--- config.mk ---
export PLATFORM = sky130hd
export DESIGN_NAME = easing_tween_generator
export DESIGN_NICKNAME = d
export VERILOG_FILES = /design/src/sv/etg_pkg.sv /design/src/sv/etg_div.sv /design/src/sv/etg_mul.sv /design/src/sv/easing_tween_generator.sv
export SDC_FILE = /design/constraint.sdc
export NUM_CORES = 2
export LEC_CHECK = 0
export BUFFER_PORTS_ARGS = -buffer_cell sky130_fd_sc_hd__buf_2
export CAP_MARGIN = 10
export CELL_PAD_IN_SITES_DETAIL_PLACEMENT = 1
export CELL_PAD_IN_SITES_GLOBAL_PLACEMENT = 1
export CORE_UTILIZATION = 46
export DETAILED_ROUTE_END_ITERATION = 8
export GPL_TIMING_DRIVEN = 0
export PLACE_DENSITY_LB_ADDON = 0.1
export REMOVE_ABC_BUFFERS = 1
export SYNTH_ARGS = -nofsm -noshare
export SYNTH_HDL_FRONTEND = slang
export SYNTH_SLANG_ARGS = --single-unit
export TNS_END_PERCENT = 20
--- constraint.sdc ---
create_clock -name clk -period 10.6 [get_ports clk]
set_input_delay 2.65 -clock clk [delete_from_list [all_inputs] [get_ports clk]]
set_output_delay 2.65 -clock clk [all_outputs]
set_load 0.1 [all_outputs]
--- src/sv/etg_pkg.sv ---
// Shared widths, constants, codes and types for the easing tween generator.
package etg_pkg;

    localparam int FRAC_BITS = 16;
    localparam int VAL_W     = 32;
    localparam int DUR_W     = 16;
    localparam int EW        = FRAC_BITS + 8;
    localparam int PW        = VAL_W + EW;
    localparam int AW        = PW + 1;
    localparam int CNT_W     = $clog2(FRAC_BITS);
    localparam int CFG_IDX_W = 2;

    typedef logic signed [VAL_W-1:0] val_t;
    typedef logic signed [EW-1:0]    ew_t;
    typedef logic signed [PW-1:0]    prod_t;
    typedef logic signed [AW-1:0]    acc_t;

    localparam logic [CFG_IDX_W-1:0] CFG_CURVE_MODE       = 2'd0;
    localparam logic [CFG_IDX_W-1:0] CFG_INITIAL_VALUE    = 2'd1;
    localparam logic [CFG_IDX_W-1:0] CFG_INITIAL_DURATION = 2'd2;

    localparam logic [1:0] CURVE_LINEAR      = 2'd0;
    localparam logic [1:0] CURVE_BACK_IN     = 2'd1;
    localparam logic [1:0] CURVE_BACK_OUT    = 2'd2;
    localparam logic [1:0] CURVE_BACK_IN_OUT = 2'd3;

    localparam logic CMD_RETARGET = 1'b0;
    localparam logic CMD_TICK     = 1'b1;

    localparam logic [1:0]       RST_CURVE    = CURVE_BACK_OUT;
    localparam val_t             RST_VALUE    = 32'sd8847360;
    localparam logic [DUR_W-1:0] RST_DURATION = 16'd1000;

    localparam longint Q_ONE_L = longint'(1) << FRAC_BITS;
    localparam longint C1_L    = (170158 * Q_ONE_L + 50000) / 100000;
    localparam longint C2_L    = (25949095 * Q_ONE_L + 5000000) / 10000000;

    localparam ew_t Q_ONE  = ew_t'(Q_ONE_L);
    localparam ew_t Q_HALF = ew_t'(Q_ONE_L / 2);
    localparam ew_t Q_TWO  = ew_t'(2 * Q_ONE_L);
    localparam ew_t C1     = ew_t'(C1_L);
    localparam ew_t C2     = ew_t'(C2_L);
    localparam ew_t C1P    = ew_t'(C1_L + Q_ONE_L);
    localparam ew_t C2P    = ew_t'(C2_L + Q_ONE_L);

endpackage

--- src/sv/etg_div.sv ---
// Shift-subtract divider giving (elapsed << FRAC_BITS) / span, one quotient bit per cycle.
module etg_div (
    input  logic                          clk,
    input  logic                          rst_n,
    input  logic                          start,
    input  logic [etg_pkg::DUR_W-1:0]     elapsed,
    input  logic [etg_pkg::DUR_W-1:0]     span,
    output logic                          done,
    output logic [etg_pkg::FRAC_BITS-1:0] quotient
);

    logic                          busy_reg, busy_next;
    logic [etg_pkg::CNT_W-1:0]     cnt_reg, cnt_next;
    logic [etg_pkg::DUR_W-1:0]     rem_reg, rem_next;
    logic [etg_pkg::FRAC_BITS-1:0] q_reg, q_next;
    logic [etg_pkg::DUR_W:0]       shifted;
    logic [etg_pkg::DUR_W:0]       diff;

    assign shifted  = {rem_reg, 1'b0};
    assign diff     = shifted - {1'b0, span};
    assign done     = busy_reg && (cnt_reg == '0);
    assign quotient = q_reg;

    always_comb
    begin
        busy_next = busy_reg;
        cnt_next  = cnt_reg;
        rem_next  = rem_reg;
        q_next    = q_reg;
        if (start)
        begin
            busy_next = 1'b1;
            cnt_next  = etg_pkg::CNT_W'(etg_pkg::FRAC_BITS - 1);
            rem_next  = elapsed;
            q_next    = '0;
        end
        else if (busy_reg)
        begin
            if (shifted >= {1'b0, span})
            begin
                rem_next = diff[etg_pkg::DUR_W-1:0];
                q_next   = {q_reg[etg_pkg::FRAC_BITS-2:0], 1'b1};
            end
            else
            begin
                rem_next = shifted[etg_pkg::DUR_W-1:0];
                q_next   = {q_reg[etg_pkg::FRAC_BITS-2:0], 1'b0};
            end
            cnt_next = cnt_reg - 1'b1;
            if (cnt_reg == '0)
            begin
                busy_next = 1'b0;
            end
        end
    end

    always_ff @(posedge clk or negedge rst_n)
    begin
        if (!rst_n)
        begin
            busy_reg <= 1'b0;
            cnt_reg  <= '0;
        end
        else
        begin
            busy_reg <= busy_next;
            cnt_reg  <= cnt_next;
        end
    end

    always_ff @(posedge clk)
    begin
        rem_reg <= rem_next;
        q_reg   <= q_next;
    end

endmodule

--- src/sv/etg_mul.sv ---
// Shared signed multiplier with registered product.
module etg_mul (
    input  logic                 clk,
    input  etg_pkg::val_t        a,
    input  etg_pkg::ew_t         b,
    output etg_pkg::prod_t       prod
);

    etg_pkg::prod_t prod_reg, prod_next;

    assign prod_next = etg_pkg::prod_t'(a) * etg_pkg::prod_t'(b);
    assign prod      = prod_reg;

    always_ff @(posedge clk)
    begin
        prod_reg <= prod_next;
    end

endmodule

--- src/sv/easing_tween_generator.sv ---
// Top level: tween state, easing sequencer and result register of the easing tween generator.
//
// Usage:
//   Input items (command, time_ms, target_value, new_duration) transfer when in_valid is
//   high and in_stall is low. in_stall is high while an item is in work.
//   A retarget updates the tween and returns the present value with settled low.
//   A tick returns the eased value in Q16.16; at or past the end it returns the target
//   with settled high.
//   Results (current_value, settled) transfer when out_valid is high and out_stall low.
//   A retarget or a finished tick goes straight to the output state; a tick inside
//   the tween runs the 16-step shift-subtract divider and then the single shared
//   multiplier, used up to six times (twice for linear, five times for back-in and
//   back-out, six times for back-in-out). The next item is taken the cycle after the
//   result is loaded.
//   A finished result waits in the output register; while the receiver stalls, one more
//   item may be accepted and is held just before its result is loaded.
//   Configuration writes (cfg_write, cfg_index, cfg_data) take effect at once; the user
//   must make them only while idle, as the block does not enforce it. Reset loads curve
//   back-out, the default value and a 1000 ms span, and leaves out_valid low.
module easing_tween_generator (
    input  logic                             clk,
    input  logic                             rst_n,
    input  logic                             cfg_write,
    input  logic [etg_pkg::CFG_IDX_W-1:0]    cfg_index,
    input  logic [etg_pkg::VAL_W-1:0]        cfg_data,
    input  logic                             in_valid,
    output logic                             in_stall,
    input  logic                             command,
    input  logic [etg_pkg::VAL_W-1:0]        time_ms,
    input  etg_pkg::val_t                    target_value,
    input  logic [etg_pkg::DUR_W-1:0]        new_duration,
    output logic                             out_valid,
    input  logic                             out_stall,
    output etg_pkg::val_t                    current_value,
    output logic                             settled
);

    localparam logic [3:0] S_IDLE  = 4'd0;
    localparam logic [3:0] S_DIV   = 4'd1;
    localparam logic [3:0] S_PREP  = 4'd2;
    localparam logic [3:0] S_MSQ   = 4'd3;
    localparam logic [3:0] S_MLIN  = 4'd4;
    localparam logic [3:0] S_RLIN  = 4'd5;
    localparam logic [3:0] S_MCUB  = 4'd6;
    localparam logic [3:0] S_RCUB  = 4'd7;
    localparam logic [3:0] S_MHALF = 4'd8;
    localparam logic [3:0] S_RHALF = 4'd9;
    localparam logic [3:0] S_MIX1  = 4'd10;
    localparam logic [3:0] S_MIX2  = 4'd11;
    localparam logic [3:0] S_SUM   = 4'd12;
    localparam logic [3:0] S_ROUND = 4'd13;
    localparam logic [3:0] S_OUT   = 4'd14;

    localparam etg_pkg::val_t VAL_MAX = {1'b0, {(etg_pkg::VAL_W-1){1'b1}}};
    localparam etg_pkg::val_t VAL_MIN = {1'b1, {(etg_pkg::VAL_W-1){1'b0}}};

    function automatic etg_pkg::ew_t round_q(input etg_pkg::prod_t p);
        etg_pkg::prod_t s;
        s = (p + etg_pkg::prod_t'(etg_pkg::Q_HALF)) >>> etg_pkg::FRAC_BITS;
        return etg_pkg::ew_t'(s);
    endfunction

    logic [3:0]                    state_reg, state_next;
    logic [1:0]                    curve_reg, curve_next;
    etg_pkg::val_t                 start_val_reg, start_val_next;
    etg_pkg::val_t                 end_val_reg, end_val_next;
    etg_pkg::val_t                 present_reg, present_next;
    logic [etg_pkg::VAL_W-1:0]     start_time_reg, start_time_next;
    logic [etg_pkg::DUR_W-1:0]     span_reg, span_next;
    logic                          done_flag_reg, done_flag_next;
    logic                          out_valid_reg, out_valid_next;
    etg_pkg::val_t                 out_value_reg, out_value_next;
    logic                          out_settled_reg, out_settled_next;

    etg_pkg::ew_t                  x_reg, x_next;
    logic                          k2_reg, k2_next;
    logic                          neg_reg, neg_next;
    logic                          half_reg, half_next;
    etg_pkg::ew_t                  post_reg, post_next;
    etg_pkg::ew_t                  p1_reg, p1_next;
    etg_pkg::ew_t                  p2_reg, p2_next;
    etg_pkg::ew_t                  e_reg, e_next;
    etg_pkg::acc_t                 acc_reg, acc_next;

    logic [etg_pkg::VAL_W-1:0]     elapsed;
    logic                          div_start;
    logic                          div_done;
    logic [etg_pkg::FRAC_BITS-1:0] div_q;
    etg_pkg::val_t                 mul_a;
    etg_pkg::ew_t                  mul_b;
    etg_pkg::prod_t                prod;
    etg_pkg::ew_t                  t_ext;
    etg_pkg::ew_t                  s_ext;
    etg_pkg::ew_t                  k_sel;
    etg_pkg::ew_t                  rq;
    etg_pkg::acc_t                 acc_sh;

    etg_div u_div (
        .clk      (clk),
        .rst_n    (rst_n),
        .start    (div_start),
        .elapsed  (elapsed[etg_pkg::DUR_W-1:0]),
        .span     (span_reg),
        .done     (div_done),
        .quotient (div_q)
    );

    etg_mul u_mul (
        .clk  (clk),
        .a    (mul_a),
        .b    (mul_b),
        .prod (prod)
    );

    assign elapsed       = time_ms - start_time_reg;
    assign in_stall      = (state_reg != S_IDLE);
    assign out_valid     = out_valid_reg;
    assign current_value = out_value_reg;
    assign settled       = out_settled_reg;

    assign t_ext  = etg_pkg::ew_t'(div_q);
    assign s_ext  = t_ext <<< 1;
    assign k_sel  = k2_reg ? etg_pkg::C2 : etg_pkg::C1;
    assign rq     = round_q(prod);
    assign acc_sh = (acc_reg + etg_pkg::acc_t'(etg_pkg::Q_HALF)) >>> etg_pkg::FRAC_BITS;

    always_comb
    begin
        state_next       = state_reg;
        curve_next       = curve_reg;
        start_val_next   = start_val_reg;
        end_val_next     = end_val_reg;
        present_next     = present_reg;
        start_time_next  = start_time_reg;
        span_next        = span_reg;
        done_flag_next   = done_flag_reg;
        out_valid_next   = out_valid_reg;
        out_value_next   = out_value_reg;
        out_settled_next = out_settled_reg;
        x_next           = x_reg;
        k2_next          = k2_reg;
        neg_next         = neg_reg;
        half_next        = half_reg;
        post_next        = post_reg;
        p1_next          = p1_reg;
        p2_next          = p2_reg;
        e_next           = e_reg;
        acc_next         = acc_reg;
        div_start        = 1'b0;
        mul_a            = '0;
        mul_b            = '0;

        if (out_valid_reg && !out_stall)
        begin
            out_valid_next = 1'b0;
        end

        unique case (state_reg)
            S_IDLE:
            begin
                if (in_valid)
                begin
                    done_flag_next = 1'b0;
                    if (command == etg_pkg::CMD_RETARGET)
                    begin
                        if (target_value != end_val_reg)
                        begin
                            if (new_duration != '0)
                            begin
                                span_next = new_duration;
                            end
                            start_val_next  = present_reg;
                            end_val_next    = target_value;
                            start_time_next = time_ms;
                        end
                        state_next = S_OUT;
                    end
                    else if (elapsed >= etg_pkg::VAL_W'(span_reg))
                    begin
                        present_next   = end_val_reg;
                        done_flag_next = 1'b1;
                        state_next     = S_OUT;
                    end
                    else
                    begin
                        div_start  = 1'b1;
                        state_next = S_DIV;
                    end
                end
            end
            S_DIV:
            begin
                if (div_done)
                begin
                    state_next = S_PREP;
                end
            end
            S_PREP:
            begin
                k2_next   = 1'b0;
                half_next = 1'b0;
                state_next = S_MSQ;
                case (curve_reg)
                    etg_pkg::CURVE_LINEAR:
                    begin
                        e_next     = t_ext;
                        state_next = S_MIX1;
                    end
                    etg_pkg::CURVE_BACK_IN:
                    begin
                        x_next    = t_ext;
                        neg_next  = 1'b1;
                        post_next = '0;
                    end
                    etg_pkg::CURVE_BACK_OUT:
                    begin
                        x_next    = t_ext - etg_pkg::Q_ONE;
                        neg_next  = 1'b0;
                        post_next = etg_pkg::Q_ONE;
                    end
                    default:
                    begin
                        k2_next   = 1'b1;
                        half_next = 1'b1;
                        if (s_ext < etg_pkg::Q_ONE)
                        begin
                            x_next    = s_ext;
                            neg_next  = 1'b1;
                            post_next = '0;
                        end
                        else
                        begin
                            x_next    = s_ext - etg_pkg::Q_TWO;
                            neg_next  = 1'b0;
                            post_next = etg_pkg::Q_TWO;
                        end
                    end
                endcase
            end
            S_MSQ:
            begin
                mul_a      = etg_pkg::val_t'(x_reg);
                mul_b      = x_reg;
                state_next = S_MLIN;
            end
            S_MLIN:
            begin
                p1_next    = rq;
                mul_a      = etg_pkg::val_t'(k2_reg ? etg_pkg::C2P : etg_pkg::C1P);
                mul_b      = x_reg;
                state_next = S_RLIN;
            end
            S_RLIN:
            begin
                p2_next    = neg_reg ? (rq - k_sel) : (rq + k_sel);
                state_next = S_MCUB;
            end
            S_MCUB:
            begin
                mul_a      = etg_pkg::val_t'(p1_reg);
                mul_b      = p2_reg;
                state_next = S_RCUB;
            end
            S_RCUB:
            begin
                e_next     = rq + post_reg;
                state_next = half_reg ? S_MHALF : S_MIX1;
            end
            S_MHALF:
            begin
                mul_a      = etg_pkg::val_t'(e_reg);
                mul_b      = etg_pkg::Q_HALF;
                state_next = S_RHALF;
            end
            S_RHALF:
            begin
                e_next     = rq;
                state_next = S_MIX1;
            end
            S_MIX1:
            begin
                mul_a      = start_val_reg;
                mul_b      = etg_pkg::Q_ONE - e_reg;
                state_next = S_MIX2;
            end
            S_MIX2:
            begin
                acc_next   = etg_pkg::acc_t'(prod);
                mul_a      = end_val_reg;
                mul_b      = e_reg;
                state_next = S_SUM;
            end
            S_SUM:
            begin
                acc_next   = acc_reg + etg_pkg::acc_t'(prod);
                state_next = S_ROUND;
            end
            S_ROUND:
            begin
                if (acc_sh > etg_pkg::acc_t'(VAL_MAX))
                begin
                    present_next = VAL_MAX;
                end
                else if (acc_sh < etg_pkg::acc_t'(VAL_MIN))
                begin
                    present_next = VAL_MIN;
                end
                else
                begin
                    present_next = etg_pkg::val_t'(acc_sh);
                end
                state_next = S_OUT;
            end
            S_OUT:
            begin
                if (!out_valid_reg || !out_stall)
                begin
                    out_valid_next   = 1'b1;
                    out_value_next   = present_reg;
                    out_settled_next = done_flag_reg;
                    state_next       = S_IDLE;
                end
            end
            default:
            begin
                state_next = S_IDLE;
            end
        endcase

        if (cfg_write)
        begin
            unique case (cfg_index)
                etg_pkg::CFG_CURVE_MODE:
                begin
                    curve_next = cfg_data[1:0];
                end
                etg_pkg::CFG_INITIAL_VALUE:
                begin
                    start_val_next = etg_pkg::val_t'(cfg_data);
                    end_val_next   = etg_pkg::val_t'(cfg_data);
                    present_next   = etg_pkg::val_t'(cfg_data);
                end
                etg_pkg::CFG_INITIAL_DURATION:
                begin
                    span_next = cfg_data[etg_pkg::DUR_W-1:0];
                end
                default:
                begin
                end
            endcase
        end
    end

    always_ff @(posedge clk or negedge rst_n)
    begin
        if (!rst_n)
        begin
            state_reg       <= S_IDLE;
            curve_reg       <= etg_pkg::RST_CURVE;
            start_val_reg   <= etg_pkg::RST_VALUE;
            end_val_reg     <= etg_pkg::RST_VALUE;
            present_reg     <= etg_pkg::RST_VALUE;
            start_time_reg  <= '0;
            span_reg        <= etg_pkg::RST_DURATION;
            done_flag_reg   <= 1'b0;
            out_valid_reg   <= 1'b0;
        end
        else
        begin
            state_reg       <= state_next;
            curve_reg       <= curve_next;
            start_val_reg   <= start_val_next;
            end_val_reg     <= end_val_next;
            present_reg     <= present_next;
            start_time_reg  <= start_time_next;
            span_reg        <= span_next;
            done_flag_reg   <= done_flag_next;
            out_valid_reg   <= out_valid_next;
        end
    end

    always_ff @(posedge clk)
    begin
        out_value_reg   <= out_value_next;
        out_settled_reg <= out_settled_next;
        x_reg           <= x_next;
        k2_reg          <= k2_next;
        neg_reg         <= neg_next;
        half_reg        <= half_next;
        post_reg        <= post_next;
        p1_reg          <= p1_next;
        p2_reg          <= p2_next;
        e_reg           <= e_next;
        acc_reg         <= acc_next;
    end

endmodule
==> results.md <==
* Detail Placement HPWL at 141,000 microns
* Clock-pin slew on the worst setup and hold paths at 60 ps
* Nets@finish at 7,099
* R2R Setup Slk at 200 ps
* Cell family with most CP delay: adder cells
* GR Util met3 at 3.27%
* R2r startpoint: state_reg[0]$_DFFE_PN0P_
* Cell Area, Synth at 53,400 sq um
* Synth Register Bits at 428
* CP startpoint kind: flip-flop
* Routed len/inst at 23.7 microns
* Initial DRT Pass Iterations at 7
* Number of global-route vias before repair at 46,300
* Final min period at 10,400 ps
* Peak-usage layer in the global routing report: met2
* Synth area leader: fa_1
* Met1 usage at 39.0%
* Worst slew pin tran at 1250 ps
* Hold path startpoint: done_flag_reg$_DFFE_PN0P_
* Hold depth at 0
* Worst hold path class: flip-flop to flip-flop
* WP data arrival at 10,900 ps
* Worst Reg-to-Reg Cells at 28
* M2 GR Usage at 52.7%
* Global-route wire length before repair at 275,000 microns
* Status: complete, no violations
* Total number of yosys warnings at 0
* Area Growth Syn to Fin at 10.6%
* Slowest cell on crit path: a22oi_1
* Number of synthesized flops with an enable pin at 199
* Layout Skew at 45.8 ps
* Htree depth at 2
* Via count at 42,600
* Sequential area share after synthesis at 21.3%
* All-layer global routing usage at 30.3%
* Final wirelength at 176,000 microns
* Synth unique cells at 84
* DR vias/cell at 5.72
* TritonCTS clock tree: yes
* Pre-CTS setup slack at -1620 ps
* Count leader, synth: inv_1
* Placer Congestion at 0.886
* Maximum fanout along the worst path at 23
* Kind of critical path: flip-flop to flip-flop
* Most common library cells after synthesis: inv_1 (943), nand2_1 (907), fa_1 (788)
* Row count at 124
* Max clock buf depth at 3
* Max Freq at 0.0962 GHz
* Max FFs per register at 57
* Drc violations at 0
* Worst hold slack at 468 ps
* CP Buf/Inv Count at 4
* Maximum Capacitance Violations at 0
* Clk_lat worst skew at 630 ps
* Post-synthesis cell count at 5,826
* Worst r2r dst: u_mul.prod[54]$_DFF_P_
* CTS Hold Buffers Added at 0
* Clock buffer count from CTS at 49
* CTS sink count at 428
* Core area at 115,000 sq um
* Crit path capture type: flip-flop
* Die area at 118,000 sq um
* Root Driver: clkbuf_16
* Port buffer count at 154
* Ys flop type: edfxtp_1
* Period utilization at 98.1%
* Die H at 343 microns
* Total I/O pin count at 155
* Setup ws final at 202 ps
* Iter 0 DRT Violations at 2,342
* Syn_area_per_cell at 9.17 sq um
* Layout Cells excl Fill at 7,441
* Placed cells at 7,302
* Grt ovf at 0
* Ys async rst share at 36.7%
* Slew Viols, Final at 0
* Ratio of cells with drive above 1 in the final layout at 8.86%
* Hold endpoint: settled$_DFFE_PP_
* Crit path required time at 11,100 ps
* Antenna violations before repair at 3
* Slowest stage delay, CP at 640 ps
* Initial Utilization at 46.6%
* Worst slew margin at 16.7%
* Synth area leaders: fa_1 (30%), edfxtp_1 (11%), ha_1 (7.1%), inv_1 (6.6%), dfrtp_1 (6.5%)
* Most used cell along the critical path: fa_1
* Final setup violation count at 0
* Chip Width at 343 microns
* Synth top area share at 29.5%
* Post-DRT Antenna Nets at 0
* Final hold viol count at 0
* Largest net degree at the start of global routing at 114
timing repair:
item	CTS	global route
gates cloned	4	1
pin swaps	11	22
gates resized for setup	41	39
setup buffers	22	16
endpoints found under the setup margin	29	11
worst max path at each step:
stage                        startpoint                      to  slack (ps)  depth (start not counted)
3_5_place_dp         e_reg[4]$_DFFE_PP_  u_mul.prod[54]$_DFF_P_       -1620                         34
2_1_floorplan  state_reg[0]$_DFFE_PN0P_  span_reg[11]$_DFF_PN0_       -7910                          6
4_1_cts        state_reg[3]$_DFFE_PN0P_  u_mul.prod[55]$_DFF_P_          10                         27
6_report       state_reg[0]$_DFFE_PN0P_  u_mul.prod[54]$_DFF_P_         200                         28
3_3_place_gp   state_reg[0]$_DFFE_PN0P_   span_reg[1]$_DFF_PN0_      -19890                          6
5_1_grt        state_reg[0]$_DFFE_PN0P_  u_mul.prod[54]$_DFF_P_         -20                         32
per-layer routing:
layer / part of all wire (%) / routed length, microns
met2: 50 / 87900
met5: 0.013 / 23
met3: 4.2 / 7420
met4: 4.0 / 7030
met1: 42 / 74000
through the flow:
| step | utilization, % | setup TNS, ps | cell area (sq um) |
|---|---|---|---|
| floorplan | - | -474510 | 52300 |
| finish | 51.5 | 0 | 59100 |
| global route | 51.5 | -17.8 | 59100 |
| global placement | 47.9 | -2086610 | 55000 |
| CTS | 51.2 | 0 | 58800 |
| detailed placement | 49.4 | -22970 | 56700 |
kinds of logic after synthesis:
kind of cell	Yosys count	share of synthesized area, %
and+or+nand+nor	1684	14.2
buffers and inverters	1214	8.70
adders and majority gates	1092	36.6
AOI/OAI and AO/OA	977	11.7
DFF	428	21.3
xor gates and xnor gates	267	4.38
muxes	164	3.16
cell usage in the layout (no fill, tap or decap), drive strengths merged, types with 15 or more instances in the layout:
cell | synthesis | layout
o31ai | 17 | 17
nand2b | 22 | 22
mux2 | 39 | 39
fa | 788 | 788
nor3 | 63 | 63
mux2i | 125 | 125
a211oi | 28 | 28
dfstp | 19 | 19
ha | 304 | 304
inv | 943 | 941
clkinv | 0 | 19
a221o | 15 | 15
xnor2 | 188 | 188
xor2 | 79 | 79
nor4 | 27 | 27
and3 | 28 | 28
a221oi | 41 | 41
a21oi | 290 | 290
o21a | 42 | 43
or3 | 19 | 19
a21o | 74 | 75
a22oi | 55 | 55
o21bai | 25 | 25
nor2 | 269 | 271
o21ai | 221 | 221
buf | 31 | 276
o211ai | 28 | 28
nand2 | 907 | 908
dfrtp | 138 | 138
o22ai | 34 | 34
dfxtp | 72 | 72
edfxtp | 199 | 199
nand3 | 79 | 79
nor2b | 48 | 48
clkbuf | 240 | 65
nand4 | 64 | 64
and2 | 98 | 98
a31oi | 22 | 22
worst register-to-register path: cells and delay by family (launching register included):
kind	cells	cell delay, ps
AOI/OAI and AO/OA	9	2750
adders and majority gates	8	4140
buffers and inverters	4	910
and+or+nand+nor	6	1680
xor gates and xnor gates	1	170
DFF	1	630
cell type report:
cell class	instances	area (sq um)
inverter	943	3550
sequential	428	11400
tap	1512	1890
fill	13200	55700
clock inverter	27	283
clock buffer	65	1390
antenna	1	2.50
timing repair buffer	276	2580
multi-input combinational	4189	38100
Power is not shown: default switching activity piles up to over one toggle a cycle in this logic, so the estimate is an artifact.
